### src/static_model_range_encoder_top_macros.svh
// assertion macros for the range encoder
// no dependencies; included by static_model_range_encoder_top
`ifndef STATIC_MODEL_RANGE_ENCODER_TOP_MACROS_SVH
`define STATIC_MODEL_RANGE_ENCODER_TOP_MACROS_SVH
`ifndef SYNTHESIS
`define SMRE_ASSERT(label, clk, rst, prop, msg) \
  label: assert property (@(posedge clk) disable iff (rst) prop) else $error(msg);
`define SMRE_ASSERT_NEXT(label, clk, rst, pre, post, msg) \
  label: assert property (@(posedge clk) disable iff (rst) (pre) |=> (post)) else $error(msg);
`else
`define SMRE_ASSERT(label, clk, rst, prop, msg)
`define SMRE_ASSERT_NEXT(label, clk, rst, pre, post, msg)
`endif
`endif

### src/smre_pkg.sv
// shared types and constants of the range encoder
// no dependencies
package smre_pkg;

  localparam int NUM_SYM        = 256;
  localparam int COUNT_BITS_DEF = 32;
  localparam logic [31:0] TOP_LIMIT = 32'h0100_0000;
  localparam logic [31:0] BOT_LIMIT = 32'h0001_0000;
  localparam logic [31:0] ALL_ONES  = 32'hFFFF_FFFF;

  typedef enum logic [1:0] {
    KIND_COUNT  = 2'd0,
    KIND_BUILD  = 2'd1,
    KIND_ENCODE = 2'd2,
    KIND_FLUSH  = 2'd3
  } kind_t;

  typedef struct packed {
    kind_t      kind;
    logic [7:0] symbol;
  } item_t;

  typedef struct packed {
    logic [7:0] out_byte;
    logic       last;
  } code_t;

  typedef enum logic [4:0] {
    ST_IDLE, ST_C_RD, ST_C_WR, ST_B_INIT, ST_B_RD, ST_B_WR,
    ST_H_CHK, ST_H_RD, ST_H_WR, ST_E_RD0, ST_E_RD1, ST_E_RD2,
    ST_DIV, ST_M1, ST_M2, ST_M3, ST_REN, ST_FLUSH
  } state_t;

endpackage

### src/smre_div.sv
// radix-2 restoring divider, one quotient bit per cycle
// depends on smre_pkg; zero divisor gives an all-ones quotient
module smre_div
  import smre_pkg::*;
(
  input  logic        clk,
  input  logic        rst,
  input  logic        start,
  input  logic [31:0] dividend,
  input  logic [31:0] divisor,
  output logic        busy,
  output logic        done,
  output logic [31:0] quot
);

  logic [31:0] rem;
  logic [31:0] dsr;
  logic [4:0]  cnt;
  logic [32:0] shifted;
  logic [32:0] diff;

  assign shifted = {rem, quot[31]};
  assign diff    = shifted - {1'b0, dsr};

  always_ff @(posedge clk) begin
    if (rst) begin
      busy <= 1'b0;
      done <= 1'b0;
      cnt  <= '0;
    end else begin
      done <= !start && busy && (cnt == 5'd31);
      if (start) begin
        busy <= 1'b1;
        cnt  <= '0;
      end else if (busy) begin
        cnt <= cnt + 5'd1;
        if (cnt == 5'd31) begin
          busy <= 1'b0;
        end
      end
    end
  end

  always_ff @(posedge clk) begin
    if (start) begin
      rem  <= '0;
      dsr  <= divisor;
      quot <= dividend;
    end else if (busy) begin
      if (!diff[32]) begin
        rem <= diff[31:0];
      end else begin
        rem <= shifted[31:0];
      end
      quot <= {quot[30:0], ~diff[32]};
    end
  end

endmodule

### config.mk
export PLATFORM = sky130hd
export DESIGN_NAME = smre_div
export DESIGN_NICKNAME = d
export VERILOG_FILES = /design/src/static_model_range_encoder_top_macros.svh /design/src/smre_pkg.sv /design/src/smre_div.sv
export SDC_FILE = /design/constraint.sdc
export NUM_CORES = 1
export LEC_CHECK = 0
export BUFFER_PORTS_ARGS = -buffer_cell sky130_fd_sc_hd__buf_2
export CAP_MARGIN = 20
export CORE_AREA = 5 5 111 113
export CTS_CLUSTER_SIZE = 14
export DETAILED_ROUTE_END_ITERATION = 7
export DIE_AREA = 0 0 116 118
export PLACE_DENSITY_LB_ADDON = 0.08
export RECOVER_POWER = 100
export SLEW_MARGIN = 5
export SYNTH_ARGS = -nofsm -noshare
export SYNTH_HDL_FRONTEND = slang
export SYNTH_SLANG_ARGS = --single-unit
export TNS_END_PERCENT = 1
### constraint.sdc
create_clock -name clk -period 3.9 [get_ports clk]
set_input_delay 0.78 -clock clk [delete_from_list [all_inputs] [get_ports clk]]
set_output_delay 0.78 -clock clk [all_outputs]
set_load 0.005 [all_outputs]
### Word-level counts from Yosys, hierarchy flattened

Cells that the tools add are included.
Widths: inputs -> output; s select.

| word-level totals | value |
|---|---|
| output and inout port bits | 34 |
| flip-flop bits (word level) | 103 |
| input port bits | 67 |
| logic and storage cells | 21 |

| operators by class | value |
|---|---|
| multiplexer cells | 6 |
| bitwise operators | 1 |
| add/subtract/negate cells | 2 |
| equality and inequality tests | 1 |
| reduce and logical (&&, ||, !) cells | 5 |

Operators with widths:

| cell | number |
|---|---|
| $mux 32 | 3 |
| $sub 33x32->33 | 1 |
| $add 5x1->5 const B | 1 |
| $eq 5x5->1 const B | 1 |
| $mux 1 | 3 |
| $logic_and 1x1->1 | 2 |
| $reduce_bool 2->1 | 1 |
| $reduce_or 2->1 | 1 |
| $logic_not 1->1 | 1 |
| $not 1->1 | 1 |

### Longest topological paths before layout

Gate-level depths: netlist (run 1).

| logic depth | value |
|---|---|
| word-level depth | 4 |
| mapped depth | 12 |
| gate-level depth less buffers | 11 |

### Worst setup path before layout (run 1)

OpenSTA, ideal clock, no wires.

| timing | value |
|---|---|
| path kind | reg2reg |
| from | register quot[31] |
| to | register rem[25] |
| data required time | 3.841 ns |
| setup time | 0.059 ns |
| stages on the path, launching flop included | 13 |
| period minus slack after synthesis | 2.771 ns |
| slack | 1.129 ns |
| data arrival time | 2.713 ns |
| buffers on the path | 1 |
| path through | edfxtp_1 > inv_1 > ha_1 > fa_1 > nand2b_1 > a21o_1 > a211oi_1 > o31ai_1 > o21ai_2 > nand2_2 > buf_2 > nor3_1 > o221a_2 |

| on the way | value |
|---|---|
| word-level cells in the longest chain between the ends | 2 |

Ends and longest elaborated chain:

| element | RTL line | source |
|---|---|---|
| from (decl) | smre_div.sv:13 | `output logic [31:0] quot` |
| from (signal assigned) | smre_div.sv:48 | `quot <= dividend;` |
| from (signal assigned) | smre_div.sv:55 | `quot <= {quot[30:0], ~diff[32]};` |
| $sub 33x32->33 | smre_div.sv:23 | `assign diff = shifted - {1'b0, dsr};` |
| $mux 32 | smre_div.sv:50 | `if (!diff[32]) begin` |
| to (signal assigned) | smre_div.sv:51 | `rem <= diff[31:0];` |
| to (signal assigned) | smre_div.sv:53 | `rem <= shifted[31:0];` |
| to (decl) | smre_div.sv:16 | `logic [31:0] rem;` |

No other way between the ends.
A chain may end at the register's enable or synchronous reset.

### Worst setup path in the final report (run 1)

| timing | value |
|---|---|
| from | register quot[31] |
| to | register rem[2] |

The elaborated chain is that of the path after synthesis.

==> impl_results.md, run 1 <==
- Setup crit end kind: flop
- Max stage delay cell, worst path: nor2_4
- Largest net degree at the start of global routing: 65
- Buf/Inv on CP: 1
- N_diodes: 0
- First-pass GRT wire length: 22500 um
- Worst skew pair latency: 0.36 ns
- Post-route setup TNS: 0 ns
- Hold Fails Final Rpt: 0
- Starting density of the core: 55.0%
- Compound-cell area share of the yosys netlist: 18.9%
- Vias in the first global route: 4746
- Largest family of logic cells by synthesized area: compound AO/OA/AOI/OAI gates
- Post-CTS Setup Inserts: 0
- Synth warnings: 0
- Avg WL per Cell: 15.6 um
- Fin util: 61.9%
- Final Net Count: 808
- Hold WC Path Type: reg -> reg
- Width of the chip: around 120 um
- I/O Pins: 101
- Hold path startpoint: rem[23]
- Die Y-Extent: around 120 um
- Kind of start point of the critical path: flop
- Worst R2R Path Depth: 11
- Synth Area in Simple Gates: 15.2%
- Max_slew headroom: between 7 and 8%
- Post-CTS Resized: 0
- Register area: between 0.002 and 0.003 mm^2
- Critical path peak fanout: 27
- RSZ-0062 raised after global routing: false
- Max-cap viol count: 0
- Layout Cells excl Fill: between 800 and 900
- Final Cycle Share: between 80% and 90%
- Critical path, cell by cell: inv_1 -> ha_1 -> fa_1 -> nand2b_1 -> a21o_1 -> a211oi_1 -> o31a_2 -> a21boi_1 -> nor2_4 -> nand3_1 -> a311oi_1
- Final min period: 3.46 ns
- Vias: 4855
- Clock slew seen by the registers of the worst setup and hold paths: 0.07 ns
- WP depth: 11
- Largest cells by area after synthesis: edfxtp_1 (31%), dfxtp_1 (13%), ha_1 (6.9%), mux2_2 (5.7%), nand2_1 (4.6%)
- Synth-to-layout area growth: 12.5%
- Critical Path RT: 4.16 ns
- DIE AREA: 0.0137 mm^2
- Final HPWL DP: around 9700 um
- Max stage delay on crit path: 0.62 ns
- Area share of the largest cell type after synthesis: 31.1%
- Top cell type by total area after synthesis: edfxtp_1
- Final WL: 13300 um
- Critical path type: reg -> reg
- Sequential share of the synthesized area: approximately 44%
- Fill count: 949
- Placed cells: 838
- Count leader, synth: nand2_1
- Remaining DRCs: 0
- Antenna Nets Post-Route: 0
- Tot GR Track Use: 20.3%
- FFs w/ async S/R, synth: 0%
- Antenna violations before repair: 0
- Adder-cell share of the synthesized area: just over 7%
- Slew Limit Fails: 0
- PortBufs: 100
- Hold path cells: 2
- Number of enable flip-flop cells after synthesis: 64
- Leak: around 3 nW
- Run status: complete, no violations
- Commonest cells in the netlist: nand2_1 (75), edfxtp_1 (64), nor2_1 (50)
- Gr ovfl total: 0
- Multi-input logic area: about 0.0031 mm^2
- Worst-Margin Slew: about 1.4 ns
- DR iter-0 viols: 278
- H-tree lvl count: 3
- CTS tree: built
- Cell Area, Synth: 0.00618 mm^2
- Main synth FF type: edfxtp_1
- RR Startpoint: quot[31]
- Share of post-route cells with drive strength above 1: a little over a fifth
- Delay-heaviest family, CP: compound AO/OA/AOI/OAI gates
- Synth Area in XOR/XNOR: between 3 and 4%
- Skew final: ~0.014 ns
- GPL Wtd Cong: approximately 0.94
- Worst setup startpoint: quot[31]
- Post-CTS Hold Buffers: 0
- Vias per inst: 5.69
- Synthesized Nets: 725
- Final setup viols: 0
- Max Clk Rate: 289 MHz
- Mean area per synthesized cell: 9.91 um^2
- CTS Sinks: 103
- Clk buf depth: 2
- # rows: 39
- Pwr Density: 435 mW/mm^2
- DR pass1 iterations: 4
- Peak VDD IR: 0.341 mV
- WP data arrival: 3.72 ns
- Mux cell area share after synthesis: 6.14%
- Total CTS buffers: 9
- Flops & latches, synth: 103
- Syn Inst Count: 623
- Yosys cell types: 71
- CTS root buf: clkbuf_16
- Core area: 0.0112 mm^2
## metal layers
metal  vias up  GRT usage (%)  wire length (um)
met5         -              0                 0
met1      2254           27.8              6120
met3        24           6.68               869
li1       2449              -                 -
met4         0           6.82               261
met2       128           30.2              6040
## metrics by stage
step	total power, mW	setup slack (ns)	area (um^2)	hold WS [ns]
finish	3.02	0.437	6950	0.485
global route	3.21	0.129	6950	0.512
CTS	3.07	0.473	7020	0.489
detailed placement	2.14	0.504	6720	0.478
global placement	2.13	0.635	6720	0.474
floorplan	1.95	1.13	6180	0.459
## path summary, 6_finish.rpt
check	end	slack [ns]
setup / recovery	rem[2]	0.44
hold / removal	rem[23]	0.48
setup reg to reg	rem[2]	0.44
hold reg to reg	rem[23]	0.48
## cell type report
cell class	count	area share [%]
tap	143	2.58
timing repair buffer	104	7.13
sequential	103	38.9
inverter	44	2.38
clock inverter	5	0.918
clock buffer	11	3.35
multi-input combinational	444	44.7
## where the power goes
part	leakage [nW]	internal (mW)	total (mW)	switching [mW]
clock	0.141	0.504	0.911	0.407
sequential	0.956	1.27	1.33	0.0572
combinational	1.83	0.323	0.785	0.461
total	2.93	2.10	3.02	0.925
## sequential cells by signal, indices dropped and copies added, names as in the netlist
register,flops
dsr,32
quot,32
rem,32
cnt,5
busy,1
done,1
## kinds of logic after synthesis
kind of cell,count (synthesis)
DFF,103
adders and majority gates,35
xor gates and xnor gates,24
buffers and inverters,76
AOI/OAI and AO/OA,154
muxes,34
and+or+nand+nor,197
## cells in the final DEF (no fill, tap or decap), types with 3 or more instances in the layout
cell type  instances
xnor2_1           12
clkbuf_16          9
edfxtp_1          64
ha_1              34
nand2_1           75
o21ai_0           18
or3_1              4
nand4_1           10
o21bai_1           4
a21oi_1           29
o211ai_1           9
nand2b_1           7
nor2_1            50
o21a_1             6
and2_1             4
and4_1             3
buf_2             81
inv_1             44
a21o_2             3
nand3_1            5
clkbuf_1          22
xor2_1            12
or2_2              3
clkbuf_2           3
mux2i_1            3
and3_1             8
a211oi_1           9
nor3_1            13
a31oi_1            5
a21o_1            17
a311oi_1          24
mux2_2            31
dfxtp_1           38
## tightest hold or removal path: cells and delay by family (launching register included)
family | cells | cell delay [ns]
AND/OR/NAND/NOR | 1 | 0.06
AO/OA/AOI/OAI | 1 | 0.05
flip-flops | 1 | 0.33
Power figures use the tool's default switching activity.
==> run 2: changes to the inputs <==
--- a/config.mk
+++ b/config.mk
@@ -17,4 +17,3 @@
 export SYNTH_ARGS = -nofsm -noshare
 export SYNTH_HDL_FRONTEND = slang
 export SYNTH_SLANG_ARGS = --single-unit
-export TNS_END_PERCENT = 1
==> constraint.sdc (replaced) <==
create_clock -name clk -period 3.9 [get_ports clk]
set_input_delay 0.195 -clock clk [delete_from_list [all_inputs] [get_ports clk]]
set_output_delay 0.195 -clock clk [all_outputs]
set_load 0.005 [all_outputs]
==> impl_results.md, run 2 (synthesized netlist as in run 1, its figures left out) <==
- N_diodes: 0
- Width of the chip: about 120 um
- Switching pwr: 0.946 mW
- Antenna Nets Post-Route: 0
- PortBufs: 100
- Max-cap viol count: 2
- Share of post-route cells with drive strength above 1: 20.9%
- Setup crit end kind: flop
- Max stage delay cell, worst path: nand2_2
- Worst flop-to-flop path endpoint: rem[21]
- Hold path cells: 1
- Synth-to-layout area growth: 15.6%
- RR Startpoint: quot[31]
- DR pass1 iterations: 4
- GPL Wtd Cong: 0.919
- Final Net Count: 825
- Critical path peak fanout: 32
- Max stage delay on crit path: 0.46 ns
- Worst hold endpoint: dsr[18]
- Avg WL per Cell: 15.5 um
- Die Y-Extent: 118 um
- Final min period: 3.43 ns
- Vias: 4930
- RSZ-0062 raised after global routing: false
- Remaining DRCs: 0
- Post-CTS Resized: 0
- Pwr Density: around 440 mW/mm^2
- Clk pwr share: 31.9%
- CTS tree: built
- Worst-Margin Slew: ~2 ns
- Top Registers: dsr (32), quot (32), rem (32)
- Buf/Inv on CP: 1
- Run status: finished, violations left
- DR iter-0 viols: 331
- Vias in the first global route: 4831
- Critical path type: reg -> reg
- Worst R2R Setup Slack: 0.47 ns
- DRT met1 WL: 6190 um
- DIE AREA: 0.0137 mm^2
- Worst skew pair latency: 0.36 ns
- Met3 Wirelength: 806 um
- Clk buf depth: 2
- Hold path startpoint: divisor[18]
- Skew final: ~0.014 ns
- Internal power: approximately 2.2 mW
- Final Cycle Share: about nine tenths
- Worst R2R Path Depth: 11
- Fin area: between 0.007 and 0.008 mm^2
- Gr ovfl total: 0
- Clock slew seen by the registers of the worst setup and hold paths: 0.08 ns
- Comb pwr share: 25.5%
- Max Clk Rate: 291 MHz
- Total CTS buffers: 9
- WP data arrival: 3.62 ns
- Delay-heaviest family, CP: compound AO/OA/AOI/OAI gates
- First-pass GRT wire length: 22500 um
- Critical Path RT: 4.08 ns
- Antenna violations before repair: 0
- Critical path, cell by cell: inv_1 -> ha_1 -> fa_1 -> nand2b_1 -> a21o_1 -> a211oi_1 -> o31ai_1 -> o21ai_2 -> nand2_2 -> a41oi_1 -> o41ai_1
- Seq pwr share: 42.5%
- Kind of start point of the critical path: flop
- H-tree lvl count: 3
- Peak VDD IR: 0.347 mV
- Hold slack: 0.00961 ns
- Post-route setup TNS: 0 ns
- Final setup viols: 0
- Net Sw Frac: a little under a third
- Top sig layer: met4
- Vias per inst: 5.66
- Failing checks: capacitance limit, slew limit
- # rows: 39
- Hold WC Path Type: in -> reg
- Max_slew headroom: -33.2%
- Final WL: 13500 um
- Most common cell after layout, fill and taps aside: buf_2
- Final HPWL DP: 9930 um
- CTS root buf: clkbuf_16
- Largest net degree at the start of global routing: 65
- Core area: 0.0112 mm^2
- Hold Fails Final Rpt: 0
- Tot GR Track Use: roughly a fifth
- Placed Area: 0.00672 mm^2
- I/O Pins: around 100
- CTS Sinks: about 100
- Leak: 3.01 nW
- WL met2: 6300 um
- Starting density of the core: 55.0%
- Slew Limit Fails: 74
- Overall power: 3.12 mW
- Most frequent cells in the layout: buf_2 (81), nand2_1 (75), edfxtp_1 (64), nor2_1 (50), inv_1 (44)
==> run 2: worst reg2reg max path, cell delays in order (launching register included) <==
cell      delay, ns
edfxtp_1       0.37
inv_1          0.05
ha_1           0.21
fa_1           0.38
nand2b_1       0.22
a21o_1         0.21
a211oi_1       0.41
o31ai_1        0.21
o21ai_2        0.26
nand2_2        0.46
a41oi_1        0.39
o41ai_1        0.10
==> run 2: repair_timing <==
item	4_1_cts	5_1_grt
hold buffers	11	6
endpoints found under the hold margin	11	6
buffers inserted	0	0
setup endpoints to repair	0	0
==> run 2: final cells by class <==
class,count,area [um^2]
clock buffers,9,225
clock inverters,7,101
fillers,954,4080
inverters,44,165
multi-input cells,444,3100
flip-flops and latches,103,2700
well taps,143,179
repair buffers,121,664
==> run 2: through the flow <==
| stage | worst slack (ns) | util, % | cells |
|---|---|---|---|
| final | 0.466 | 63.6 | 871 |
| after global routing | 0.155 | 63.6 | 871 |
| after detailed placement | 0.488 | 59.9 | 838 |
| after global placement | 0.631 | 59.9 | 838 |
| after CTS | 0.481 | 63.8 | 865 |
| after floorplan | 1.13 | - | 623 |
==> run 2: per-layer routing <==
layer  vias up  global-route usage [%]
li1       2483                       -
met4         0                    7.32
met5         -                       0
met2       117                    31.9
met3        17                    5.66
met1      2313                    26.6
==> run 2: power by group through the flow <==
stage               sequential, mW  clock (mW)  combinational, mW
finish                        1.33       0.996              0.797
CTS                           1.33        1.02              0.809
floorplan                     1.34           0              0.610
global placement              1.35           0              0.786
detailed placement            1.35           0              0.797
global route                  1.34        1.06              0.895
==> run 2: worst max path at each step <==
stage	start	end	slack [ns]	cells past startpoint
2_1_floorplan	quot[31]	rem[25]	1.13	12
3_3_place_gp	quot[31]	rem[27]	0.63	11
3_5_place_dp	quot[31]	rem[27]	0.49	11
4_1_cts	quot[31]	rem[27]	0.48	11
5_1_grt	quot[31]	rem[2]	0.16	11
6_report	quot[31]	rem[21]	0.47	11
==> run 3: changes to the inputs <==
--- a/config.mk
+++ b/config.mk
@@ -7,10 +7,12 @@
 export LEC_CHECK = 0
 export BUFFER_PORTS_ARGS = -buffer_cell sky130_fd_sc_hd__buf_2
 export CAP_MARGIN = 20
-export CORE_AREA = 5 5 111 113
+export CELL_PAD_IN_SITES_DETAIL_PLACEMENT = 1
+export CELL_PAD_IN_SITES_GLOBAL_PLACEMENT = 1
+export CORE_AREA = 5 5 125 127
 export CTS_CLUSTER_SIZE = 14
 export DETAILED_ROUTE_END_ITERATION = 7
-export DIE_AREA = 0 0 116 118
+export DIE_AREA = 0 0 130 132
 export PLACE_DENSITY_LB_ADDON = 0.08
 export RECOVER_POWER = 100
 export SLEW_MARGIN = 5
==> impl_results.md, run 3 (synthesized netlist as in run 1, its figures left out) <==
- Critical path type: reg -> reg
- Max stage delay cell, worst path: nor2_4
- CTS tree: built
- Antenna Nets Post-Route: 0
- RSZ-0062 raised after global routing: false
- Fill count: 1670
- Die Y-Extent: 132 um
- Max_slew headroom: -69.5%
- Hold WC Path Type: in -> reg
- Post-route setup slack: 0.417 ns
- Critical path, cell by cell: inv_1 -> ha_1 -> fa_1 -> nand2b_1 -> a21o_1 -> a211oi_1 -> o31a_2 -> a21boi_2 -> nor2_4 -> nand3_1 -> a311oi_1
- DR iter-0 viols: approximately 360
- Run status: finished, violations left
- Post-CTS Resized: 0
- WP data arrival: between 3 and 4 ns
- Layout Cells excl Fill: 922
- Hold path startpoint: divisor[15]
- Vias in the first global route: 5526
- Final WL: around 16000 um
- Hold path cells: 1
- Buf/Inv on CP: 1
- Skew final: 0.0112 ns
- RR Startpoint: quot[31]
- DIE AREA: roughly 0.017 mm^2
- Worst skew pair latency: 0.36 ns
- Core area: between 0.01 and 0.015 mm^2
- Vias per inst: 5.57
- H-tree lvl count: 3
- Failing checks: capacitance limit, slew limit
- Max-cap viol count: 1
- Delay-heaviest family, CP: compound AO/OA/AOI/OAI gates
- Largest net degree at the start of global routing: 65
- Share of post-route cells with drive strength above 1: 21.1%
- Placed Area: 0.00678 mm^2
- Max Clk Rate: 287 MHz
- Peak VDD IR: roughly 0.24 mV
- Clock slew seen by the registers of the worst setup and hold paths: approximately 0.080 ns
- Critical Path RT: 4.15 ns
- DR pass1 iterations: 4
- Placement Setup Slack: 0.480 ns
- Starting density of the core: 43.1%
- Worst flop-to-flop path endpoint: rem[2]
- Max stage delay on crit path: 0.61 ns
- Critical path peak fanout: 27
- Tot GR Track Use: 19.6%
- Fin util: 50.8%
- Final setup viols: 0
- Final HPWL DP: between 10000 and 15000 um
- Final Cycle Share: 89.3%
- Final Net Count: 835
- Worst R2R Setup Slack: between 0.4 and 0.5 ns
- Worst R2R Path Depth: 11
- Placed cells: about 900
- I/O Pins: roughly 100
- Pwr Density: 423 mW/mm^2
- Worst setup startpoint: quot[31]
- Post-CTS Hold Buffers: 21
- CTS Sinks: approximately 100
- Slew Limit Fails: 46
- GPL Wtd Cong: 0.853
- Worst hold endpoint: dsr[15]
- Kind of start point of the critical path: flop
- Synth-to-layout area growth: 17.6%
- Most frequent cells in the layout: buf_2 (81), nand2_1 (75), edfxtp_1 (64), nor2_1 (50), inv_1 (44)
- Clk buf depth: 2
- Worst-Margin Slew: 2.54 ns
- Remaining DRCs: 0
- N_diodes: 0
- Setup crit end kind: flop
- PortBufs: 100
- Fin area: between 0.007 and 0.008 mm^2
- # rows: 44
- Post-CTS Setup Inserts: 0
- Post-route setup TNS: 0 ns
- Vias: just over 5000
- Avg WL per Cell: between 15 and 20 um
- Total CTS buffers: 9
- Gr ovfl total: 0
- Hold slack: 0.0170 ns
- Final min period: 3.48 ns
- Top Registers: dsr (32), quot (32), rem (32)
- Leak: 3.04 nW
- Hold Fails Final Rpt: 0
- CTS root buf: clkbuf_16
- First-pass GRT wire length: 27000 um
- Overall power: 3.07 mW
- Most common cell after layout, fill and taps aside: buf_2
- Antenna violations before repair: 0
- Width of the chip: 130 um
## run 3: cell types whose count changed in the layout (fill, tap and decap cells not counted), sizes merged
cell / before / now
dlygate4sd3: 17 / 26
bufinv: 2 / 0
buf: 81 / 82
clkbuf: 32 / 33
inv: 47 / 48
## run 3: worst max-delay path by stage
| stage | to | depth (start not counted) |
|---|---|---|
| global placement | rem[28] | 12 |
| floorplan | rem[25] | 12 |
| global route | rem[17] | 11 |
| CTS | rem[7] | 12 |
| finish | rem[2] | 11 |
| detailed placement | rem[9] | 12 |
## run 3: power breakdown
part	internal, mW	leakage [nW]	switching, mW	total [mW]
Combinational	0.348	1.94	0.491	0.838
Sequential	1.27	0.956	0.0598	1.33
Clock	0.452	0.144	0.455	0.907
Total	2.07	3.04	1.01	3.07
## run 3: cell type report
class	count	area, um^2	area share, %
multi-input cells	444	3110	42.8
clock inverters	6	61.3	0.844
well taps	184	230	3.17
clock buffers	10	229	3.15
repair buffers	131	763	10.5
inverters	44	165	2.27
flip-flops and latches	103	2700	37.2
## run 3: routing by layer
layer,global-route usage (%),vias to the layer above,wire length (um)
li1,-,2504,-
met1,23.3,2515,6860
met2,34.4,99,8430
met3,5.11,20,628
met4,5.77,0,256
met5,0,-,0
